[src/rtl/core/gqb_pkg.sv]
// Shared types and constants of the glyph quad builder.
// No dependencies; every other file of the block imports this package.
`default_nettype none

package gqb_pkg;

  // Table size default, used by the top level and the glyph table
  localparam int GQB_GLYPH_ENTRIES = 256;

  // Field widths
  localparam int MODE_W    = 2;
  localparam int CODE_W    = 8;
  localparam int ATLAS_W   = 12;
  localparam int TEXEL_W   = 13;  // atlas coordinate plus glyph size, and texture size
  localparam int BYTE_W    = 8;
  localparam int ORIGIN_W  = 16;
  localparam int SCALE_W   = 16;
  localparam int POS_W     = 21;
  localparam int TEX_W     = 17;
  localparam int FRAC_W    = 16;
  localparam int VIDX_W    = 3;
  localparam int CFG_IDX_W = 2;
  localparam int TERM_N_W  = 10;  // signed texel count: -128 .. 382

  // Texture divider: quotient bits resolved per cycle and steps per divide
  localparam int DIV_BITS  = 4;
  localparam int DIV_STEPS = FRAC_W / DIV_BITS;

  // Request modes
  localparam logic [MODE_W-1:0] MODE_LOAD  = 2'd0;
  localparam logic [MODE_W-1:0] MODE_START = 2'd1;
  localparam logic [MODE_W-1:0] MODE_CHAR  = 2'd2;

  // Configuration register indexes
  localparam logic [CFG_IDX_W-1:0] REG_TEX_WIDTH  = 2'd0;
  localparam logic [CFG_IDX_W-1:0] REG_TEX_HEIGHT = 2'd1;

  // Reset values and limits
  localparam logic [TEXEL_W-1:0] TEX_SIZE_RESET = 13'd256;
  localparam logic [SCALE_W-1:0] SCALE_ONE      = 16'd4096;
  localparam logic [TEX_W-1:0]   TEX_ONE        = 17'd65536;
  localparam logic signed [POS_W-1:0] POS_MAX   = 21'sh0FFFFF;
  localparam logic signed [POS_W-1:0] POS_MIN   = 21'sh100000;

  // One glyph table entry
  typedef struct packed {
    logic [BYTE_W-1:0]  advance;
    logic [BYTE_W-1:0]  offset_y;
    logic [BYTE_W-1:0]  offset_x;
    logic [BYTE_W-1:0]  glyph_height;
    logic [BYTE_W-1:0]  glyph_width;
    logic [ATLAS_W-1:0] atlas_y;
    logic [ATLAS_W-1:0] atlas_x;
  } glyph_entry_t;

  // Divider control from the sequencer
  typedef struct packed {
    logic start;
    logic step;
  } div_ctrl_t;

endpackage

`default_nettype wire

[src/rtl/core/gqb_tex_div.sv]
// Iterative texture coordinate divider: round(t * 65536 / d), clamped to 1.0.
// Resolves DIV_BITS quotient bits per step; depends on gqb_pkg.
`default_nettype none

module gqb_tex_div import gqb_pkg::*; (
  input  logic               clk,
  input  div_ctrl_t          ctrl,
  input  logic [TEXEL_W-1:0] t,
  input  logic [TEXEL_W-1:0] d,
  output logic [TEX_W-1:0]   q
);

  logic [TEXEL_W-1:0]  rem_r;
  logic [FRAC_W-1:0]   low_r;
  logic [FRAC_W-1:0]   quo_r;
  logic                sat_r;
  logic [TEXEL_W-1:0]  rem_nxt;
  logic [DIV_BITS-1:0] qbits;
  logic [TEXEL_W:0]    trial;

  // Restoring division, DIV_BITS bits of the numerator per step
  always_comb begin
    rem_nxt = rem_r;
    qbits   = '0;
    trial   = '0;
    for (int i = 0; i < DIV_BITS; i++) begin
      trial = {rem_nxt, low_r[FRAC_W-1-i]};
      if (trial >= {1'b0, d}) begin
        trial = trial - {1'b0, d};
        qbits[DIV_BITS-1-i] = 1'b1;
      end
      rem_nxt = trial[TEXEL_W-1:0];
    end
  end

  // Numerator is t * 65536 + d/2; t >= d always gives a quotient of 1.0 or more
  always_ff @(posedge clk) begin
    if (ctrl.start) begin
      sat_r <= (t >= d);
      rem_r <= t;
      low_r <= FRAC_W'(d[TEXEL_W-1:1]);
      quo_r <= '0;
    end else if (ctrl.step) begin
      rem_r <= rem_nxt;
      low_r <= low_r << DIV_BITS;
      quo_r <= {quo_r[FRAC_W-DIV_BITS-1:0], qbits};
    end
  end

  assign q = sat_r ? TEX_ONE : {1'b0, quo_r};

endmodule

`default_nettype wire

[config.mk]
export PLATFORM = sky130hd
export DESIGN_NAME = gqb_tex_div
export DESIGN_NICKNAME = d
export VERILOG_FILES = /design/src/rtl/core/gqb_pkg.sv /design/src/rtl/core/gqb_tex_div.sv
export SDC_FILE = /design/constraint.sdc
export NUM_CORES = 1
export LEC_CHECK = 0
export BUFFER_PORTS_ARGS = -buffer_cell sky130_fd_sc_hd__buf_4
export CAP_MARGIN = 20
export CELL_PAD_IN_SITES_DETAIL_PLACEMENT = 2
export CELL_PAD_IN_SITES_GLOBAL_PLACEMENT = 2
export CORE_MARGIN = 2
export CORE_UTILIZATION = 34
export DETAILED_ROUTE_END_ITERATION = 16
export PLACE_DENSITY_LB_ADDON = 0.1
export SLEW_MARGIN = 10
export SYNTH_ARGS = -nofsm -noshare
export SYNTH_HDL_FRONTEND = slang
export SYNTH_SLANG_ARGS = --single-unit
[constraint.sdc]
create_clock -name clk -period 9.62 [get_ports clk]
set_input_delay 0.962 -clock clk [delete_from_list [all_inputs] [get_ports clk]]
set_output_delay 0.962 -clock clk [all_outputs]
set_load 0.005 [all_outputs]
==> metrics <==
CP dominant cell by count a21oi_1; post-synthesis adder-cell area fraction 16.4%; CTS Buf Count 5; Util after Layout 42.8%; reg-to-reg critical path startpoint rem_r[10]; syn_nets 723; critical path buffer and inverter count 6; Hold Fails Final Rpt 0; Critical Path Stages 39; # port buffers 45; Cell Area, Placed 0.00636 mm2; max cap viols 0; R2R setup slack 0.66 ns; I/O pins 46; initial detailed-routing violation count approximately 160; endpoints failing setup 0; fin nets 818; largest net degree at the start of global routing 48; largest family of logic cells by synthesized area compound AO/OA/AOI/OAI gates; startpoint types input port; initial antenna violation count 0; Synth cell types 81; Most used DFF post-synth edfxtp_1; Largest stage delay, worst path 0.41 ns; DIE AREA roughly 0.017 mm2; Vias 5,270; Worst Hold Launch quo_r[15]; CP max FO 11; Mapped Cells approximately 630; CORE AREA about 0.016 mm2; GPL Wtd Cong 0.886; XOR/XNOR Fraction of Synth Area ~5.8%; vias in the first global route approximately 5,600; Overflow after GRT 0; Area contributors post-synth ha_1, edfxtp_1, mux2i_1, dfxtp_1, a21oi_1; Residual DRC 0; drt pass-1 iters 5; Die X 131 um; Worst Max-Slew Pin Slew 0.778 ns; crit path launch d[5]; Arrival @ worst endpoint 9.34 ns; post-synth top area share 14.9%; CTS tree built; cell with the most instances after synthesis ha_1; Setup Slack @ Placement -0.263 ns; HPWL after DPL 17.6 mm; post-synthesis compound-gate area fraction 22.9%; Hold WC Path Type reg2reg; Routed Antenna Nets 0; status complete, no violations; cell area after layout approximately 0.0067 mm2; synthesis-to-finish area growth 23.6%; initial core utilization 34.6%; vias per cell 5.62; synth warn 0; fin crit share 96.9%; layout cells sized above 1 24.7%; critical path class in2reg; post-synthesis mux area share 11.8%; Worst Setup EP rem_r[7]; CTS sink count 46; achievable frequency 0.107 GHz; antenna diode count 0; Synth top cells by count ha_1, nor2_1, a21oi_1, mux2i_1, inv_1; sequential area share after synthesis a little over a fifth; GRT Util Overall between 20% and 30%; H-tree levels 2; simple-gate portion of the synthesized area 16.9%; Final Max Tran Viols 0; critical path endpoint category flip-flop; relative slew slack 48.0%; EDFF count, synth 26; Cell Rows 46; Mapped Area 0.00546 mm2; CTS Root Cell clkbuf_16; CP max stage cell fa_1; critical path's top delay family compound AO/OA/AOI/OAI gates; synthesized area per cell 8.73 um2; Clock transition at path regs 0.07 ns; reg-to-reg endpoint rem_r[7]; # fillers between 1,500 and 2,000; r2r worst-path depth 37; asr flop ratio synth 0%; Data required, critical path between 9 and 10 ns; first-pass GRT wire length roughly 32 mm; Max Buffers Root-to-Sink 2; Setup Skew 0.00643 ns; Worst-Skew Late Latency about 0.29 ns; average wire per cell in the routed design 23.3 um; worst setup margin 0.295 ns; Synth area leader ha_1; WL final ~22 mm; DIE HEIGHT 131 um; Yosys reg bits 46; Tmin final 9.32 ns
-- sequential cells by signal, summed over array words and instances, names as in the netlist --
register	flops
low_r	16
quo_r	16
rem_r	13
sat_r	1
-- cells by family after synthesis --
kind of cell    count (synthesis)
flops                          46
compound gates                171
simple gates                  184
mux                            62
buf+inv                        58
xor+xnor                       35
fa+ha+maj                      69
-- worst reg2reg max path, delay by kind of cell (launching register included) --
kind	cells	cell delay [ns]
compound gates	20	4.05
fa+ha+maj	4	1.42
mux	4	1.09
simple gates	5	1.04
buf+inv	4	0.59
flops	1	0.47
-- stage by stage --
step | cells | hold WS, ns | setup TNS (ns)
global route | 937 | 0.547 | -0.379
global placement | 916 | 0.464 | -0.540
detailed placement | 916 | 0.492 | -2.77
floorplan | 625 | 0.452 | 0
CTS | 924 | 0.510 | 0
finish | 937 | 0.504 | 0
-- how the worst min path moves through the flow --
stage / to / depth (start not counted)
detailed placement: quo_r[15] / 2
global route: quo_r[15] / 2
CTS: quo_r[15] / 2
finish: quo_r[15] / 2
global placement: quo_r[15] / 2
floorplan: quo_r[12] / 2
-- what timing repair did --
action                     4_1_cts  5_1_grt
hold buffers                     0        0
setup buffers                    0       10
pin swaps                        0       12
resized for setup                1       28
cloned                           0        3
setup endpoints to repair        2       14
-- placed cells by master (no fill, tap or decap), types with 4 or more instances in the layout --
| cell | n |
|---|---|
| dfxtp_1 | 20 |
| nand4_1 | 13 |
| nand2_1 | 30 |
| edfxtp_1 | 26 |
| o21ai_1 | 4 |
| mux2i_1 | 43 |
| o21ai_0 | 25 |
| nand2b_1 | 12 |
| and3_1 | 4 |
| nor2b_1 | 29 |
| nor2_1 | 57 |
| a21oi_1 | 42 |
| a211oi_1 | 6 |
| xor2_1 | 13 |
| o21a_1 | 10 |
| nand3_1 | 12 |
| ha_1 | 59 |
| o31ai_1 | 4 |
| a21o_1 | 16 |
| clkbuf_16 | 6 |
| inv_1 | 33 |
| nor3_1 | 10 |
| mux2_2 | 16 |
| a21oi_2 | 4 |
| buf_4 | 107 |
| xnor2_1 | 21 |
-- layout make-up --
| class | instances | area, um2 | area share [%] |
|---|---|---|---|
| clock inverters | 2 | 13.8 | 0.204 |
| repair buffers | 110 | 860 | 12.7 |
| inverters | 34 | 128 | 1.89 |
| flip-flops and latches | 46 | 1180 | 17.5 |
| clock buffers | 6 | 129 | 1.91 |
| well taps | 216 | 270 | 4.01 |
| multi-input cells | 523 | 4170 | 61.7 |
-- metal layers --
metal	vias to the layer above	share of wire [%]	global-route usage, %	routed length (um)
li1	2500	-	-	-
met1	2658	43	31.3	9460
met2	85	52	45.2	11300
met3	27	2.7	2.44	584
met4	0	2.2	7.13	470
met5	-	0	0	0
Power is left out: the tool's default activity adds up to more than one toggle a clock period on the data nets, which glitch-free logic cannot reach.
