<file path="src/rtl/core/gqb_pkg.sv">
// Shared types and constants of the glyph quad builder.
// No dependencies; every other file of the block imports this package.
`default_nettype none

package gqb_pkg;

  // Table size default, used by the top level and the glyph table
  localparam int GQB_GLYPH_ENTRIES = 256;

  // Field widths
  localparam int MODE_W    = 2;
  localparam int CODE_W    = 8;
  localparam int ATLAS_W   = 12;
  localparam int TEXEL_W   = 13;  // atlas coordinate plus glyph size, and texture size
  localparam int BYTE_W    = 8;
  localparam int ORIGIN_W  = 16;
  localparam int SCALE_W   = 16;
  localparam int POS_W     = 21;
  localparam int TEX_W     = 17;
  localparam int FRAC_W    = 16;
  localparam int VIDX_W    = 3;
  localparam int CFG_IDX_W = 2;
  localparam int TERM_N_W  = 10;  // signed texel count: -128 .. 382

  // Texture divider: quotient bits resolved per cycle and steps per divide
  localparam int DIV_BITS  = 4;
  localparam int DIV_STEPS = FRAC_W / DIV_BITS;

  // Request modes
  localparam logic [MODE_W-1:0] MODE_LOAD  = 2'd0;
  localparam logic [MODE_W-1:0] MODE_START = 2'd1;
  localparam logic [MODE_W-1:0] MODE_CHAR  = 2'd2;

  // Configuration register indexes
  localparam logic [CFG_IDX_W-1:0] REG_TEX_WIDTH  = 2'd0;
  localparam logic [CFG_IDX_W-1:0] REG_TEX_HEIGHT = 2'd1;

  // Reset values and limits
  localparam logic [TEXEL_W-1:0] TEX_SIZE_RESET = 13'd256;
  localparam logic [SCALE_W-1:0] SCALE_ONE      = 16'd4096;
  localparam logic [TEX_W-1:0]   TEX_ONE        = 17'd65536;
  localparam logic signed [POS_W-1:0] POS_MAX   = 21'sh0FFFFF;
  localparam logic signed [POS_W-1:0] POS_MIN   = 21'sh100000;

  // One glyph table entry
  typedef struct packed {
    logic [BYTE_W-1:0]  advance;
    logic [BYTE_W-1:0]  offset_y;
    logic [BYTE_W-1:0]  offset_x;
    logic [BYTE_W-1:0]  glyph_height;
    logic [BYTE_W-1:0]  glyph_width;
    logic [ATLAS_W-1:0] atlas_y;
    logic [ATLAS_W-1:0] atlas_x;
  } glyph_entry_t;

  // Divider control from the sequencer
  typedef struct packed {
    logic start;
    logic step;
  } div_ctrl_t;

endpackage

`default_nettype wire

</file>
<file path="src/rtl/core/gqb_pos_unit.sv">
// Screen position unit: texel count times scale, rounded to Q.4, added to or
// subtracted from the pen and saturated to Q16.4. Depends on gqb_pkg.
`default_nettype none

module gqb_pos_unit import gqb_pkg::*; (
  input  logic                       clk,
  input  logic                       issue,
  input  logic signed [TERM_N_W-1:0] n,
  input  logic [SCALE_W-1:0]         scale,
  input  logic signed [POS_W-1:0]    base,
  input  logic                       neg,
  output logic signed [POS_W-1:0]    res
);

  localparam int PROD_W = TERM_N_W + SCALE_W + 1;
  localparam int TERM_W = PROD_W - 8;
  localparam int SUM_W  = POS_W + 2;

  logic signed [PROD_W-1:0] prod_r;
  logic signed [POS_W-1:0]  base_r;
  logic                     neg_r;
  logic signed [PROD_W-1:0] rnd;
  logic signed [TERM_W-1:0] term;
  logic signed [SUM_W-1:0]  sum;

  // Multiply stage; both operands widened to the full product first
  always_ff @(posedge clk) begin
    if (issue) begin
      prod_r <= PROD_W'(n) * PROD_W'($signed({1'b0, scale}));
      base_r <= base;
      neg_r  <= neg;
    end
  end

  // Round to nearest (ties up) from Q.12 to Q.4, then add and saturate
  always_comb begin
    rnd  = prod_r + PROD_W'(128);
    term = $signed(rnd[PROD_W-1:8]);
    if (neg_r) begin
      sum = SUM_W'(base_r) - SUM_W'(term);
    end else begin
      sum = SUM_W'(base_r) + SUM_W'(term);
    end
    if (sum > SUM_W'(POS_MAX)) begin
      res = POS_MAX;
    end else if (sum < SUM_W'(POS_MIN)) begin
      res = POS_MIN;
    end else begin
      res = sum[POS_W-1:0];
    end
  end

endmodule

`default_nettype wire

</file>
<file path="config.mk">
export PLATFORM = sky130hd
export DESIGN_NAME = gqb_pos_unit
export DESIGN_NICKNAME = d
export VERILOG_FILES = /design/src/rtl/core/gqb_pkg.sv /design/src/rtl/core/gqb_pos_unit.sv
export SDC_FILE = /design/constraint.sdc
export NUM_CORES = 1
export LEC_CHECK = 0
export ABC_CLOCK_PERIOD_IN_PS = 8240
export BUFFER_PORTS_ARGS = -buffer_cell sky130_fd_sc_hd__buf_2
export CAP_MARGIN = 25
export CORE_MARGIN = 3
export CORE_UTILIZATION = 50
export CTS_BUF_LIST = sky130_fd_sc_hd__clkbuf_8 sky130_fd_sc_hd__clkbuf_16
export CTS_CLUSTER_DIAMETER = 50
export DETAILED_ROUTE_END_ITERATION = 10
export PLACE_DENSITY = 0.77
export SYNTH_ARGS = -nofsm -noshare
export SYNTH_HDL_FRONTEND = slang
export SYNTH_SLANG_ARGS = --single-unit
export TNS_END_PERCENT = 100
</file>
<file path="constraint.sdc">
create_clock -name clk -period 8.24 [get_ports clk]
set_clock_uncertainty 0.2 [all_clocks]
set_input_delay 1.236 -clock clk [delete_from_list [all_inputs] [get_ports clk]]
set_output_delay 1.236 -clock clk [all_outputs]
set_load 0.02 [all_outputs]
</file>
==> results.ini, run 1 <==
[status]
outcome = finished clean

[die]
dieWidth_um = 137
dieArea_um2 = 18800
rows = 47
pin_count = 71
core_um2 = 16700
initial_utilization = 0.516
die_h_um = 137

[placed_design]
place_hpwl_um = 14900
post-place-ws_ns = 1.13
port_buffers = 70
gp_congestion = 0.881
dp.cells = 1174

[synth]
synthDistinctLibCells = 68
synth_top_area_frac = 0.258
synth_area_leaders = fa_1 26%, edfxtp_1 15%, ha_1 14%
syn-cell-area_um2 = 8610
synthArstFlopShare = 0
avgSynthCellArea_um2 = 9.35
ys_seq_area_frac = 0.146
synth_ff_type = edfxtp_1
synth_edf_count = 42
syn-num-nets = 1180
netlist_instances = 921
synth_top_cell_by_area = fa_1
synth_warnings = 0
ys_seq_elements = 42

[hold_path]
worstHoldPathType = in -> reg

[detailed_routing]
wl_um = 18000
wire_per_inst_um = 15.2
viasPerCell = 5.39
drcViolationCount = 0
first_pass_iters = 5
postRouteAntennaNets = 0
vias = 6375
drt_iter0_drc = 249

[finish]
fin_cells = 1182
area_delta_synth_final_pct = 6.81
diodes = 0
fill_cells = 1500
drive_gt1_frac = 0.117
fin_util = 0.551
final_nets = 1220

[clocking]
cts_resized = 0
cts_tree = done
cts_root_buf = clkbuf_16
cts_inserted_buffers = 5
clkSinkCount = 42
clockBufferDepth = 2
clk_pin_slew_ns = 0.06
cts_setup_buffers = 0
ctsHoldBuffers = 0
cts_max_level = 2

[global_routing]
grt_max_degree = 43
grt_pass1_vias = 6642
grt_overflow = 0
grt_pass1_wl_um = 30900
grt_use_total = 0.201
antenna_found_initial = 0

[worst_setup_path]
end_kind = output port
critPathKind = reg -> out
cp_max_fo = 7
arrival_ns = 5.49
crit_required_ns = 6.80
start_kind = flip-flop

[job]
cap_violations = 0

[sta]
setup_slack_ns = 1.31
finalSetupViolCount = 0
finalCriticalPeriod_ns = 6.93
min_period_over_period = 0.841
worst_slew_pin_slew_ns = 0.925
relSlewSlack = 0.383
fmax_mhz = 144
hold_violations = 0
finalSetupTns_ns = 0
rsz0062_at_grt = false
maxSlewViolCount = 0

[power]
ir_drop_mv = 0.408
leakage_nw = 4.35
pwr_density_cell_nw_per_um2 = 399
p_total_mw = 3.67

## final cells by class
| cell class | count | area, um^2 | share of cell area |
|---|---|---|---|
| multi-input cells | 718 | 6710 | 0.729 |
| flip-flops and latches | 42 | 1260 | 0.137 |
| inverters | 123 | 462 | 0.0502 |
| repair buffers | 71 | 358 | 0.0389 |
| well taps | 220 | 275 | 0.0299 |
| clock buffers | 5 | 125 | 0.0136 |
| clock inverters | 3 | 11.3 | 0.00122 |
## cells in the mapped netlist (3+ instances only)
cell and n:
a2111oi_0 3, a211o_1 3, a211oi_1 7, a21o_1 8
a21oi_1 30, a31o_2 3, a31oi_1 6, and2_1 66
and3_1 5, buf_4 4, buf_6 3, clkbuf_1 29
edfxtp_1 42, fa_1 111, ha_1 98, inv_1 122
maj3_2 19, nand2_1 98, nand2b_1 17, nand3_1 20
nand3_2 4, nand3b_1 4, nand4_1 9, nor2_1 38
nor2b_1 6, nor3_1 14, nor4_1 7, o211ai_1 3
o21a_1 7, o21ai_0 18, o21bai_1 3, xnor2_1 47
xor2_1 23
## sequential cells by signal, summed over array words and instances, names as in the netlist
name,cells
prod_r,20
base_r,21
neg_r,1
## final timing paths
| check | from | depth (start not counted) | slack [ns] | end |
|---|---|---|---|---|
| setup / recovery | prod_r[7] | 15 | 1.31 | res[19] |
| hold / removal | base[15] | 1 | 0.92 | base_r[15] |
## through the flow
stage	cell area, um^2	hold WS [ns]
after global routing	9200	0.919
after floorplan	8610	1.13
after global placement	9060	1.21
after CTS	9200	0.914
final	9200	0.919
after detailed placement	9060	1.21
## layout by cell type, fill, tap and decap left out, types with 8 or more instances in the layout
cell / n
o21ai_0: 18
nand2_1: 98
fa_1: 111
and2_1: 66
a21oi_1: 30
ha_1: 98
buf_2: 70
inv_1: 122
nand3_1: 20
edfxtp_1: 42
nand2b_1: 17
nand4_1: 9
maj3_2: 19
a21o_1: 8
xnor2_1: 47
nor3_1: 14
nor2_1: 38
xor2_1: 23
## report_power, final
part	leakage [nW]	switching (mW)	internal, mW	total [mW]
registers	0.411	0.0910	0.393	0.484
logic	3.87	1.68	1.32	3.00
clock network	0.0663	0.0791	0.109	0.188
## critical path, stage by stage (launching register included)
cell and delay (ns):
edfxtp_1 0.46, ha_1 0.32, nand3_2 0.20, o21ai_0 0.17, or4b_2 0.59, a211oi_1 0.50, a31oi_1 0.17, xnor2_1 0.17
ha_1 0.38, a2111oi_0 0.73, nand3_1 0.29, a221o_1 0.40, and4_1 0.21, nor3_1 0.23, maj3_2 0.24, buf_2 0.15
## per-layer routing
| layer | GRT usage | wire (um) | vias up |
|---|---|---|---|
| li1 | - | - | 3138 |
| met1 | 0.267 | 7990 | 3025 |
| met2 | 0.346 | 8580 | 192 |
| met3 | 0.0289 | 1130 | 20 |
| met4 | 0.0482 | 258 | 0 |
| met5 | 0 | 0 | - |
## kinds of logic (layout without fill, tap and decap cells)
kind of cell,Yosys count,count (layout),synth area share
XOR/XNOR,72,72,0.0758
AO/OA/AOI/OAI,112,112,0.0906
buffers and inverters,161,202,0.0748
adder cells (fa/ha/maj),229,229,0.426
multiplexers,2,2,0.00232
AND/OR/NAND/NOR,303,303,0.184
flip-flops,42,42,0.146
(Power assumes the default switching activity.)
==> run 2: changes to the inputs <==
Settings changed: ABC_CLOCK_PERIOD_IN_PS 8240 to 6100, PLACE_DENSITY 0.77 to 0.79.
Clock period 8.24 ns to 6.1 ns, I/O delays scaled along.
==> results.ini, run 2 (synthesis results as in run 1) <==
[finish]
area_delta_synth_final_pct = 17.2
fin_cells = 1263  ; +6.9%
fill_cells = 1400  ; -6.7%
largest_reg_flops = 21  ; unchanged
regMostFlops = base_r
reg_top3 = base_r (21), prod_r (20), neg_r (1)
diodes = 0  ; unchanged
final_cell_mix = 118 x inv_1, 110 x fa_1, 95 x ha_1, 93 x nand2_1, 81 x buf_4
final_nets = 1301  ; +6.6%
mostFrequentLayoutCell = inv_1
drive_gt1_frac = 0.221  ; +0.103

[detailed_routing]
viasPerCell = 5.38  ; -0.32%
postRouteAntennaNets = 0  ; unchanged
drcViolationCount = 0  ; unchanged
drt_iter0_drc = 217  ; -13%
first_pass_iters = 5  ; unchanged
wl_um = 18500  ; +2.9%
wire_per_inst_um = 14.6  ; -3.7%
vias = 6790  ; +6.5%

[global_routing]
grt_use_total = 0.204  ; +0.00345
use_met3 = 0.0175  ; -0.0113
antenna_found_initial = 0  ; unchanged
grt_util_met1 = 0.271  ; +0.00368
use_met2 = 0.363  ; +0.0169
busiest_layer = met2
grt_max_degree = 43  ; unchanged
grt_overflow = 0  ; unchanged
grt_pass1_wl_um = 31700  ; +2.8%
grt_pass1_vias = 7030  ; +5.8%

[worst_setup_path]
end_kind = flip-flop
cp_cell_sequence = buf_2, nand2b_4, fa_1, fa_1, inv_1, fa_1, inv_2, fa_1, inv_2, fa_1, ha_4, and3_4, a221o_1, a21oi_2, o41a_1, o2bb2ai_4, a211o_1, a2111o_1, o211ai_1
cp_max_fo = 3  ; -4
slowest_stage = fa_1
cp_common_cell = fa_1
crit_required_ns = 6.03  ; -0.77 ns
max_stage_delay_ns = 0.55  ; -0.18 ns
arrival_ns = 5.93  ; +0.44 ns
critPathKind = in -> reg
start_kind = primary input

[clocking]
clockBufferDepth = 2  ; unchanged
cts_tree = done
cts_max_level = 2  ; unchanged
cts_root_buf = clkbuf_16
clk_pin_slew_ns = 0.06  ; about the same
ctsHoldBuffers = 0  ; unchanged
cts_inserted_buffers = 5  ; unchanged
clkSinkCount = 42  ; unchanged

[die]
pin_count = 71  ; unchanged
rows = 47  ; unchanged
dieWidth_um = 137  ; unchanged
die_h_um = 137  ; unchanged
dieArea_um2 = 18800  ; unchanged
core_um2 = 16700  ; unchanged
initial_utilization = 0.516  ; unchanged

[power]
seqPwrFrac = 0.111  ; -0.021
pwr_density_cell_nw_per_um2 = 557  ; +40%
p_switching_mw = 2.67  ; +45%
power_frac_comb = 0.836  ; +0.019
p_total_mw = 5.63  ; +53%
p_int_mw = 2.95  ; +62%
leakage_nw = 4.80  ; +10%
ir_drop_mv = 0.430  ; +5.4%
p_clk_frac = 0.053  ; +0.002
swShare = 0.475  ; -0.0284

[sta]
whs_ns = 0.600  ; -0.319 ns
min_period_over_period = 0.984
relSlewSlack = 0.388  ; +0.00541
rsz0062_at_grt = true
hold_violations = 0  ; unchanged
worst_slew_pin_slew_ns = 0.917  ; -0.00811 ns
maxSlewViolCount = 0  ; unchanged
fmax_mhz = 167
setup_slack_ns = 0.0998  ; -1.21 ns
finalCriticalPeriod_ns = 6.00
finalSetupViolCount = 0  ; unchanged

[placed_design]
dp.cells = 1242  ; +5.8%
place_hpwl_um = 15300  ; +3.3%
post-place-ws_ns = -0.219  ; -1.35 ns
port_buffers = 70  ; unchanged
gp_congestion = 0.889  ; +0.89%

[status]
outcome = finished clean

[job]
cap_violations = 0  ; unchanged

[hold_path]
worstHoldPathType = in -> reg

## run 2: cell type report
class | count | area [um^2] | share of cell area
clock buffers | 5 | 125 | 0.0124
clock inverters | 3 | 40.0 | 0.00396
inverters | 123 | 462 | 0.0457
multi-input cells | 718 | 6900 | 0.684
flip-flops and latches | 42 | 1260 | 0.125
well taps | 220 | 275 | 0.0273
repair buffers | 152 | 1030 | 0.102
## run 2: stage by stage
step                      cell area (um^2)  setup TNS, ns  utilization
final                                10100              0        0.605
after global routing                 10100         -0.166        0.605
after CTS                             9840              0        0.589
after detailed placement              9650         -0.942        0.578
after global placement                9650         -0.432        0.578
after floorplan                       8710              0            -
## run 2: power by group through the flow
stage          clock network, mW  registers (mW)  logic (mW)
3_3_place_gp                   0           0.620        4.39
3_5_place_dp                   0           0.623        4.50
4_1_cts                    0.305           0.619        4.55
2_1_floorplan                  0           0.582        3.42
5_1_grt                    0.316           0.635        5.29
6_report                   0.298           0.624        4.70
## run 2: final timing paths
| check | startpoint | endpoint | slack [ns] | cells past startpoint |
|---|---|---|---|---|
| worst min-delay path | base[18] | base_r[18] | 0.60 | 1 |
| worst max-delay path | scale[0] | prod_r[26] | 0.1 | 19 |
## run 2: metal layers
| metal | part of all wire | up-vias |
|---|---|---|
| met5 | 0 | - |
| met4 | 0.017 | 0 |
| met3 | 0.040 | 23 |
| met2 | 0.50 | 150 |
| met1 | 0.45 | 3315 |
| li1 | - | 3302 |
## run 2: worst max-delay path: cells and delay by family
family          cells  cell delay, ns
fa+ha+maj           6            2.78
compound gates      7            1.71
simple gates        2            0.29
buf+inv             4            0.24
## run 2: what timing repair did
item                                    in CTS  in global routing
setup buffers                                0                 13
endpoints found under the setup margin      20                 26
pin swaps                                    0                 25
gates resized for setup                      6                 48
